===== src/hw/rtl/a64mov_pkg.sv =====
// Shared constants and types for the 64-bit constant materializer.
`timescale 1ns / 1ps

package a64mov_pkg;

    // Opcode bases of the wide-move and logical-immediate forms
    localparam logic [31:0] OP_MOVZ = 32'hD280_0000;
    localparam logic [31:0] OP_MOVN = 32'h9280_0000;
    localparam logic [31:0] OP_MOVK = 32'hF280_0000;
    localparam logic [31:0] OP_ORRI = 32'hB200_0000;
    // Bits that tell the wide-move opcodes apart
    localparam logic [31:0] OP_WIDE_MASK = 32'hFF80_0000;

    localparam int unsigned MAX_WORDS = 4;
    localparam int unsigned IDX_W     = $clog2(MAX_WORDS);

    // One decoded constant: the words in emission order and the index of the final one
    typedef struct packed {
        logic [MAX_WORDS-1:0][31:0] words;
        logic [IDX_W-1:0]           last_idx;
    } t_seq;

endpackage


===== src/hw/rtl/aarch64_mov64_immediate_encoder_core.sv =====
// Top level of the 64-bit constant materializer.
`timescale 1ns / 1ps

// Turns (register, 64-bit constant) into the AArch64 words that load it: one MOVZ,
// MOVN or ORR-immediate word, or a MOVK run (high chunk first) ending in MOVZ/MOVN;
// o_last marks the final word. The front end is a five-stage pipeline that accepts a
// constant every cycle while not full; a two-entry queue feeds the emitter, which
// gives one word per cycle while its output is empty or popped, so a constant
// yields 1 to 4 words, and that word count sets the sustained rate.
module aarch64_mov64_immediate_encoder_core (
    input  logic        i_clk,
    input  logic        i_rst_n,
    input  logic        push,
    output logic        full,
    input  logic [4:0]  i_dest_reg,
    input  logic [63:0] i_value,
    output logic        empty,
    input  logic        pop,
    output logic [31:0] o_instr_word,
    output logic        o_last
);

    logic             f_valid, f_ready;
    a64mov_pkg::t_seq f_seq;
    logic             q_valid, q_pop;
    a64mov_pkg::t_seq q_seq;

    a64mov_front u_front (
        .i_clk       (i_clk),
        .i_rst_n     (i_rst_n),
        .push        (push),
        .full        (full),
        .i_dest_reg  (i_dest_reg),
        .i_value     (i_value),
        .o_seq_valid (f_valid),
        .i_seq_ready (f_ready),
        .o_seq       (f_seq)
    );

    a64mov_queue u_queue (
        .i_clk      (i_clk),
        .i_rst_n    (i_rst_n),
        .i_wr_valid (f_valid),
        .o_wr_ready (f_ready),
        .i_wr_seq   (f_seq),
        .o_rd_valid (q_valid),
        .i_rd_pop   (q_pop),
        .o_rd_seq   (q_seq)
    );

    a64mov_back u_back (
        .i_clk        (i_clk),
        .i_rst_n      (i_rst_n),
        .i_seq_valid  (q_valid),
        .i_seq        (q_seq),
        .o_seq_pop    (q_pop),
        .empty        (empty),
        .pop          (pop),
        .o_instr_word (o_instr_word),
        .o_last       (o_last)
    );

`ifndef SYNTHESIS
    // nothing to show right after reset
    a_rst_empty: assert property (@(posedge i_clk) !i_rst_n |=> empty)
        else $error("result shown after reset");

    // every word before the final one of a sequence is a MOVK
    a_mid_movk: assert property (@(posedge i_clk) disable iff (!i_rst_n)
        (!empty && !o_last) |->
            ((o_instr_word & a64mov_pkg::OP_WIDE_MASK) == a64mov_pkg::OP_MOVK))
        else $error("non-final word is not a MOVK");

    // a sequence never ends on a MOVK
    a_last_not_movk: assert property (@(posedge i_clk) disable iff (!i_rst_n)
        (!empty && o_last) |->
            ((o_instr_word & a64mov_pkg::OP_WIDE_MASK) != a64mov_pkg::OP_MOVK))
        else $error("final word is a MOVK");

    // queue only moves a sequence to the emitter when one is waiting
    a_pop_valid: assert property (@(posedge i_clk) disable iff (!i_rst_n)
        q_pop |-> q_valid)
        else $error("sequence popped from empty queue");
`endif

endmodule


===== src/hw/rtl/a64mov_front.sv =====
// Front end: accepts constants, finds the bitmask encoding and builds the word sequence.
`timescale 1ns / 1ps

module a64mov_front (
    input  logic                 i_clk,
    input  logic                 i_rst_n,
    input  logic                 push,
    output logic                 full,
    input  logic [4:0]           i_dest_reg,
    input  logic [63:0]          i_value,
    output logic                 o_seq_valid,
    input  logic                 i_seq_ready,
    output a64mov_pkg::t_seq     o_seq
);

    localparam int unsigned NSTG = 5;

    typedef struct packed {
        logic [4:0]  rd;
        logic [63:0] value;
        logic [63:0] clr;     // value with its trailing ones cleared
        logic [2:0]  nz;      // chunks that are nonzero
        logic [2:0]  nf;      // chunks other than all ones
        logic [1:0]  fz;
        logic [1:0]  fn;
        logic [6:0]  rot;
        logic [63:0] norm;
        logic [6:0]  zeros;
        logic [6:0]  ones;
    } t_cls;

    function automatic logic [6:0] tz64(input logic [63:0] v);
        logic [6:0]  n;
        logic [63:0] x;
        n = 7'd0;
        x = v;
        if (x[31:0] == 32'd0) begin n = n | 7'd32; x = x >> 32; end
        if (x[15:0] == 16'd0) begin n = n | 7'd16; x = x >> 16; end
        if (x[7:0] == 8'd0)   begin n = n | 7'd8;  x = x >> 8;  end
        if (x[3:0] == 4'd0)   begin n = n | 7'd4;  x = x >> 4;  end
        if (x[1:0] == 2'd0)   begin n = n | 7'd2;  x = x >> 2;  end
        if (x[0] == 1'b0)     begin n = n | 7'd1;  x = x >> 1;  end
        if (v == 64'd0) begin
            n = 7'd64;
        end
        return n;
    endfunction

    function automatic logic [6:0] lz64(input logic [63:0] v);
        logic [63:0] r;
        r = {<<{v}};
        return tz64(r);
    endfunction

    function automatic logic [63:0] rotr64(input logic [63:0] v, input logic [5:0] r);
        logic [63:0] res;
        if (r == 6'd0) begin
            res = v;
        end else begin
            res = (v >> r) | (v << (7'd64 - {1'b0, r}));
        end
        return res;
    endfunction

    function automatic logic [31:0] wide_op(input logic [31:0] base, input logic [4:0] rd,
                                            input logic [15:0] imm, input logic [1:0] hw);
        return base | {9'd0, hw, imm, rd};
    endfunction

    function automatic a64mov_pkg::t_seq build(input t_cls s);
        a64mov_pkg::t_seq             q;
        logic [3:0][15:0]             ch;
        logic [6:0]                   size;
        logic                         bm_ok;
        logic [5:0]                   immr;
        logic [5:0]                   imms;
        logic                         zform;
        logic [1:0]                   lead;
        logic [a64mov_pkg::IDX_W-1:0] k;
        logic                         sel;
        q    = '0;
        ch   = s.value;
        size = s.zeros + s.ones;
        bm_ok = (size != 7'd0) && (rotr64(s.value, size[5:0]) == s.value)
                && ((size & (size - 7'd1)) == 7'd0)
                && (s.value != 64'd0) && (s.value != '1);
        immr = (6'd0 - s.rot[5:0]) & ((size == 7'd64) ? 6'h3F : 6'(size - 7'd1));
        imms = (6'd0 - {size[4:0], 1'b0}) | 6'(s.ones - 7'd1);
        zform = ({1'b0, s.nz} <= (4'd1 + {1'b0, s.nf}));
        lead  = zform ? s.fz : s.fn;
        k     = '0;
        if (s.nz <= 3'd1) begin
            q.words[0] = wide_op(a64mov_pkg::OP_MOVZ, s.rd, ch[s.fz], s.fz);
        end else if (s.nf <= 3'd1) begin
            q.words[0] = wide_op(a64mov_pkg::OP_MOVN, s.rd, ~ch[s.fn], s.fn);
        end else if (bm_ok) begin
            q.words[0] = a64mov_pkg::OP_ORRI | {9'd0, size[6], immr, imms, 5'd31, s.rd};
        end else begin
            // MOVKs from the high chunk down, then the lead move
            for (int i = 3; i >= 0; i--) begin
                sel = zform ? (ch[i] != 16'd0) : (ch[i] != 16'hFFFF);
                if ((2'(i) != lead) && sel) begin
                    q.words[k] = wide_op(a64mov_pkg::OP_MOVK, s.rd, ch[i], 2'(i));
                    k = k + 1'b1;
                end
            end
            q.words[k] = zform ? wide_op(a64mov_pkg::OP_MOVZ, s.rd, ch[lead], lead)
                               : wide_op(a64mov_pkg::OP_MOVN, s.rd, ~ch[lead], lead);
            q.last_idx = k;
        end
        return q;
    endfunction

    logic [NSTG-1:0] r_v, n_v;
    t_cls            r_s [NSTG];
    t_cls            n_s [NSTG];
    logic [NSTG-1:0] go;
    logic            accept;
    t_cls            in_cls;

    always_comb begin
        go[NSTG-1] = r_v[NSTG-1] && i_seq_ready;
        for (int k = NSTG - 2; k >= 0; k--) begin
            go[k] = r_v[k] && (!r_v[k+1] || go[k+1]);
        end
    end

    assign full   = r_v[0] && !go[0];
    assign accept = push && !full;

    // Chunk census and trailing-ones clear on the way in
    always_comb begin
        logic f_z;
        logic f_n;
        logic [15:0] c;
        in_cls       = '0;
        in_cls.rd    = i_dest_reg;
        in_cls.value = i_value;
        in_cls.clr   = i_value & (i_value + 64'd1);
        f_z = 1'b0;
        f_n = 1'b0;
        for (int i = 0; i < 4; i++) begin
            c = i_value[16*i +: 16];
            if (c != 16'd0) begin
                in_cls.nz = in_cls.nz + 3'd1;
                if (!f_z) begin in_cls.fz = 2'(i); f_z = 1'b1; end
            end
            if (c != 16'hFFFF) begin
                in_cls.nf = in_cls.nf + 3'd1;
                if (!f_n) begin in_cls.fn = 2'(i); f_n = 1'b1; end
            end
        end
    end

    always_comb begin
        n_s[0] = in_cls;
        n_s[1] = r_s[0];
        n_s[1].rot = tz64(r_s[0].clr);
        n_s[2] = r_s[1];
        n_s[2].norm = rotr64(r_s[1].value, r_s[1].rot[5:0]);
        n_s[3] = r_s[2];
        n_s[3].zeros = lz64(r_s[2].norm);
        n_s[3].ones  = tz64(~r_s[2].norm);
        n_s[4] = r_s[3];
    end

    always_comb begin
        n_v[0] = accept ? 1'b1 : (go[0] ? 1'b0 : r_v[0]);
        for (int k = 1; k < NSTG; k++) begin
            n_v[k] = go[k-1] ? 1'b1 : (go[k] ? 1'b0 : r_v[k]);
        end
    end

    always_ff @(posedge i_clk) begin
        if (!i_rst_n) begin
            r_v <= '0;
        end else begin
            r_v <= n_v;
        end
    end

    always_ff @(posedge i_clk) begin
        if (accept) begin
            r_s[0] <= n_s[0];
        end
        for (int k = 1; k < NSTG; k++) begin
            if (go[k-1]) begin
                r_s[k] <= n_s[k];
            end
        end
    end

    assign o_seq_valid = r_v[NSTG-1];
    assign o_seq       = build(r_s[NSTG-1]);

endmodule


===== src/hw/rtl/a64mov_queue.sv =====
// Two-entry queue of word sequences between the front end and the emitter.
`timescale 1ns / 1ps

module a64mov_queue (
    input  logic             i_clk,
    input  logic             i_rst_n,
    input  logic             i_wr_valid,
    output logic             o_wr_ready,
    input  a64mov_pkg::t_seq i_wr_seq,
    output logic             o_rd_valid,
    input  logic             i_rd_pop,
    output a64mov_pkg::t_seq o_rd_seq
);

    localparam int unsigned DEPTH = 2;
    localparam int unsigned PTR_W = $clog2(DEPTH);
    localparam int unsigned CNT_W = $clog2(DEPTH + 1);

    a64mov_pkg::t_seq r_mem [DEPTH];
    logic [PTR_W-1:0] r_wp, r_rp;
    logic [CNT_W-1:0] r_cnt;
    logic             wr, rd;

    assign o_wr_ready = (r_cnt != CNT_W'(DEPTH));
    assign o_rd_valid = (r_cnt != '0);
    assign wr         = i_wr_valid && o_wr_ready;
    assign rd         = i_rd_pop && o_rd_valid;
    assign o_rd_seq   = r_mem[r_rp];

    always_ff @(posedge i_clk) begin
        if (!i_rst_n) begin
            r_wp  <= '0;
            r_rp  <= '0;
            r_cnt <= '0;
        end else begin
            if (wr) begin
                r_wp <= (r_wp == PTR_W'(DEPTH - 1)) ? '0 : r_wp + 1'b1;
            end
            if (rd) begin
                r_rp <= (r_rp == PTR_W'(DEPTH - 1)) ? '0 : r_rp + 1'b1;
            end
            if (wr && !rd) begin
                r_cnt <= r_cnt + 1'b1;
            end else if (rd && !wr) begin
                r_cnt <= r_cnt - 1'b1;
            end
        end
    end

    always_ff @(posedge i_clk) begin
        if (wr) begin
            r_mem[r_wp] <= i_wr_seq;
        end
    end

endmodule


===== src/hw/rtl/a64mov_back.sv =====
// Emitter: one head-sequence word per cycle, unless held, into the output reg.
`timescale 1ns / 1ps

module a64mov_back (
    input  logic             i_clk,
    input  logic             i_rst_n,
    input  logic             i_seq_valid,
    input  a64mov_pkg::t_seq i_seq,
    output logic             o_seq_pop,
    output logic             empty,
    input  logic             pop,
    output logic [31:0]      o_instr_word,
    output logic             o_last
);

    logic [a64mov_pkg::IDX_W-1:0] r_idx, n_idx;
    logic                         r_out_valid, n_out_valid;
    logic [31:0]                  r_word;
    logic                         r_last;
    logic                         take, at_last;

    assign take      = i_seq_valid && (!r_out_valid || pop);
    assign at_last   = (r_idx == i_seq.last_idx);
    assign o_seq_pop = take && at_last;

    always_comb begin
        n_idx       = r_idx;
        n_out_valid = r_out_valid;
        if (take) begin
            n_idx       = at_last ? '0 : r_idx + 1'b1;
            n_out_valid = 1'b1;
        end else if (pop) begin
            n_out_valid = 1'b0;
        end
    end

    always_ff @(posedge i_clk) begin
        if (!i_rst_n) begin
            r_idx       <= '0;
            r_out_valid <= 1'b0;
        end else begin
            r_idx       <= n_idx;
            r_out_valid <= n_out_valid;
        end
    end

    always_ff @(posedge i_clk) begin
        if (take) begin
            r_word <= i_seq.words[r_idx];
            r_last <= at_last;
        end
    end

    assign empty        = !r_out_valid;
    assign o_instr_word = r_word;
    assign o_last       = r_last;

endmodule


===== config.mk =====
export PLATFORM = sky130hd
export DESIGN_NAME = aarch64_mov64_immediate_encoder_core
export DESIGN_NICKNAME = d
export VERILOG_FILES = /design/src/hw/rtl/a64mov_pkg.sv /design/src/hw/rtl/aarch64_mov64_immediate_encoder_core.sv /design/src/hw/rtl/a64mov_front.sv /design/src/hw/rtl/a64mov_queue.sv /design/src/hw/rtl/a64mov_back.sv
export SDC_FILE = /design/constraint.sdc
export NUM_CORES = 2
export LEC_CHECK = 0
export BUFFER_PORTS_ARGS = -buffer_cell sky130_fd_sc_hd__buf_2
export CAP_MARGIN = 20
export CORE_MARGIN = 4
export CORE_UTILIZATION = 35
export DETAILED_ROUTE_END_ITERATION = 8
export SLEW_MARGIN = 30
export SYNTH_ARGS = -nofsm -noshare
export SYNTH_HDL_FRONTEND = slang
export SYNTH_SLANG_ARGS = --single-unit
export TNS_END_PERCENT = 5

===== constraint.sdc =====
create_clock -name i_clk -period 25.1 [get_ports i_clk]
set_input_delay 5.02 -clock i_clk [delete_from_list [all_inputs] [get_ports i_clk]]
set_output_delay 5.02 -clock i_clk [all_outputs]
set_load 0.02 [all_outputs]

==> results.yml <==
routing:
  routed_via_density: 6.41
  drc: 0
  wire_per_inst_microns: 30.2
  dr.pass1.iters: 6
  drt_iter0_markers: 5656
  ant_nets: 0
  wl_microns: 208000
  vias: 44000
worst_setup_path:
  criticalPathCategory: "flop to flop"
  worstPathArrival_ps: 8690
  r2r_start: "u_front.r_s[0][912]"
  path_max_fanout: 51
  rr_endpoint: "u_queue.r_mem[1][85]"
  r2r_setup_slack_ps: 16780
  critPathRequiredTime_ps: 25470
  r2r_cells: 24
  startpoint_type: "flop"
  cp-end-kind: "flop"
layout:
  final_nets: 4893
  final_layout_size_suffix_gt1_share_pct: 18.1
  fill_cells: 14700
  ff_latch_area_sq_um: 24800
  syn_to_final_growth_pct: 10.6
  multiInputGateArea_sq_um: 26900
clock_network:
  post-cts-setup-buffers: 0
  path_clk_slew_ps: 60
  cts_max_level: 3
  numCtsBuffers: 85
  cts_tree: "done"
  clock_latency_ps: 680
  cts_resized: 0
  cts_buffer_depth: 3
  cts_sinks: 829
  hold_buffers: 0
  cts_root_buf: "clkbuf_16"
synthesis:
  syn_area_sq_um: 53500
  synthArstFlopShare_pct: 0
  synth-edff-count: 816
  yosysWarnings: 0
  ys.flop_type: "edfxtp_1"
  synth_cell_types: 98
  synth-seq-cells: 829
  syn_avg_cell_area_sq_um: 11.0
  synthCells: 4862
  ys_seq_area_share_pct: 46.3
sta:
  skew_ps: 36.1
  hold_viol_final: 0
  period_share_pct: 33.2
  rsz0062_at_grt: "no"
  period_needed_ps: 8320
  fin_tns_setup_ps: 0
  worst_pin_slew_ps: 1150
  maxSlewViolCount: 0
  max_freq_mhz: 120
  setup-violations-final: 0
  slew_headroom_pct: 21.2
place:
  port_buffers: 104
  dp_hpwl_microns: 142000
  gp_congestion: 0.984
global_route:
  antenna_found_initial: 6
  grt_pass1_vias: 41900
  grt_max_degree: 123
  grt_pass1_wl_microns: 299000
  gr-total-overflow: 0
  grtUsageTotal_pct: 25.5
floorplanning:
  io-pin-count: 108
  dieHeight_microns: 399
  die_w_microns: 399
  row_count: 143
  die_area_sq_um: 159000
  core_sq_um: 152000
  start_util_pct: 35.2
min_path:
  min-delay-start: "u_front.r_s[0][222]"
  hp-class: "flop to flop"
  hold_end: "u_front.r_s[0][450]"
  hold_depth: 0
outcome:
  status: "finished clean"
run:
  drv_cap: 0
power_and_ir_drop:
  ir_worst_vdd_v: 0.0000522
  cellPowerDensity_nw_per_um2: 59.5
  p_leak_nw: 20.0
  fin_total_pwr_mw: 3.52
[metal layers]
metal / up-vias / track usage [%] / wire length, microns
met5: - / 0 / 0
li1: 18800 / - / -
met2: 2969 / 38.5 / 90900
met1: 21600 / 33.8 / 81000
met4: 0 / 14.1 / 14100
met3: 674 / 5.99 / 21900
[where the power goes]
| group | internal [mW] | switching [mW] | leakage, nW | total, mW |
|---|---|---|---|---|
| Combinational | 0.231 | 0.421 | 11.1 | 0.653 |
| Clock | 0.696 | 0.530 | 1.29 | 1.23 |
| Sequential | 1.58 | 0.0601 | 7.61 | 1.64 |
| Total | 2.51 | 1.01 | 20.0 | 3.52 |
[cell usage after synthesis, types with 13 or more instances]
| library cell | instances | area (sq um) |
|---|---|---|
| a22oi_1 | 60 | 450 |
| a21boi_0 | 23 | 173 |
| nor4_1 | 82 | 513 |
| a211oi_1 | 125 | 938 |
| a311oi_1 | 22 | 193 |
| and2_1 | 28 | 175 |
| a31oi_1 | 95 | 594 |
| o2bb2ai_1 | 17 | 149 |
| o21ai_0 | 231 | 1160 |
| ha_1 | 38 | 475 |
| edfxtp_1 | 816 | 24500 |
| xnor2_1 | 59 | 517 |
| a21oi_1 | 300 | 1500 |
| nor2_1 | 402 | 1510 |
| nand2_1 | 559 | 2100 |
| a211o_1 | 15 | 131 |
| buf_1 | 57 | 214 |
| mux2_2 | 101 | 1140 |
| o211ai_1 | 51 | 383 |
| buf_2 | 59 | 295 |
| a221oi_1 | 30 | 263 |
| a2111oi_0 | 14 | 123 |
| o22ai_1 | 54 | 338 |
| buf_4 | 23 | 173 |
| dfxtp_1 | 13 | 260 |
| nor3b_1 | 19 | 143 |
| or4_1 | 13 | 97.6 |
| clkbuf_1 | 304 | 1140 |
| and3_1 | 32 | 200 |
| mux4_2 | 298 | 6710 |
| xor2_1 | 36 | 315 |
| or3_1 | 24 | 150 |
| nand4_1 | 80 | 500 |
| o21a_1 | 32 | 240 |
| nor3_1 | 68 | 340 |
| nand3_1 | 116 | 581 |
| mux2i_1 | 250 | 2500 |
| inv_1 | 79 | 297 |
| nor2b_1 | 40 | 250 |
[flip-flops by register name, indices dropped and copies added (netlist names), 2 cells and up, named ones only]
| name | cells |
|---|---|
| u_front.r_s | 574 |
| u_queue.r_mem | 214 |
| u_back.o_instr_word | 27 |
| u_front.r_v | 5 |
| u_back.r_idx | 2 |
| u_queue.r_cnt | 2 |
[metrics by stage]
stage	hold slack [ps]	instance area [sq um]	cells	utilization, %	worst slack (ps)
floorplan	400	53500	4864	-	13270
global placement	400	56200	6708	37.0	16390
detailed placement	405	56300	6714	37.1	16380
CTS	391	59000	6865	38.8	16940
global route	403	59200	6874	39.0	16360
finish	390	59200	6877	39.0	16780
[how the worst max path moves through the flow]
stage	startpoint	end	slack, ps
floorplan	push	u_front.r_s[0][100]	13270
global placement	i_value[0]	u_front.r_s[0][158]	16390
detailed placement	i_value[0]	u_front.r_s[0][158]	16380
CTS	u_front.r_s[0][912]	u_queue.r_mem[1][85]	16940
global route	u_front.r_s[0][912]	u_queue.r_mem[1][85]	16360
finish	u_front.r_s[0][912]	u_queue.r_mem[1][85]	16780
[critical path, cell delays in order (launching register included)]
cell	delay, ps
edfxtp_1	450
ha_4	220
fa_2	400
xnor2_4	160
buf_4	340
inv_2	100
buf_4	620
ha_1	360
buf_4	290
inv_2	480
buf_4	520
mux2i_1	290
inv_1	80
a21oi_1	180
o32ai_1	160
a221o_1	430
xnor2_1	420
nand4_1	160
nor4_1	720
a41oi_2	210
buf_4	310
nand2_2	120
buf_4	400
buf_16	300
a211oi_1	110
[kinds of logic (layout without fill, tap and decap cells)]
group                      after synthesis  in the layout  share of synthesized area, %
AOI/OAI and AO/OA                     1205           1205                          14.8
xor gates and xnor gates                99             99                          1.71
adders and majority gates               40             40                         0.963
buffers and inverters                  536            516                          4.10
DFF                                    829            829                          46.3
muxes                                  649            649                          19.3
other                                    1              6                       0.00701
and+or+nand+nor                       1503           1503                          12.9
[final cells by class]
class / count / area share (%)
inverter: 90 / 0.571
clock inverter: 41 / 0.717
sequential: 829 / 41.8
antenna: 3 / 0.0127
multi-input combinational: 3499 / 45.4
tap: 2030 / 4.29
clock buffer: 110 / 3.84
timing repair buffer: 275 / 3.34
[placed cells by master (no fill, tap or decap), types with 17 or more instances in the layout]
cell type,count
nor2b_1,36
nor3b_1,19
a22oi_1,60
inv_1,79
mux4_2,298
xnor2_1,50
o2bb2ai_1,17
o22ai_1,53
a211oi_1,123
a31oi_1,95
ha_1,35
xor2_1,35
and3_1,30
o21ai_0,231
a311oi_1,22
buf_2,105
buf_4,154
and2_1,28
nor3_1,68
edfxtp_1,816
nor2_1,394
o21a_1,32
a21oi_1,298
a21boi_0,21
mux2i_1,250
nand3_1,116
or3_1,24
nand2_1,554
clkbuf_1,22
mux2_2,101
nand4_1,80
a221oi_1,30
clkbuf_16,87
nor4_1,82
o211ai_1,51
Power figures use the tool's default switching activity.
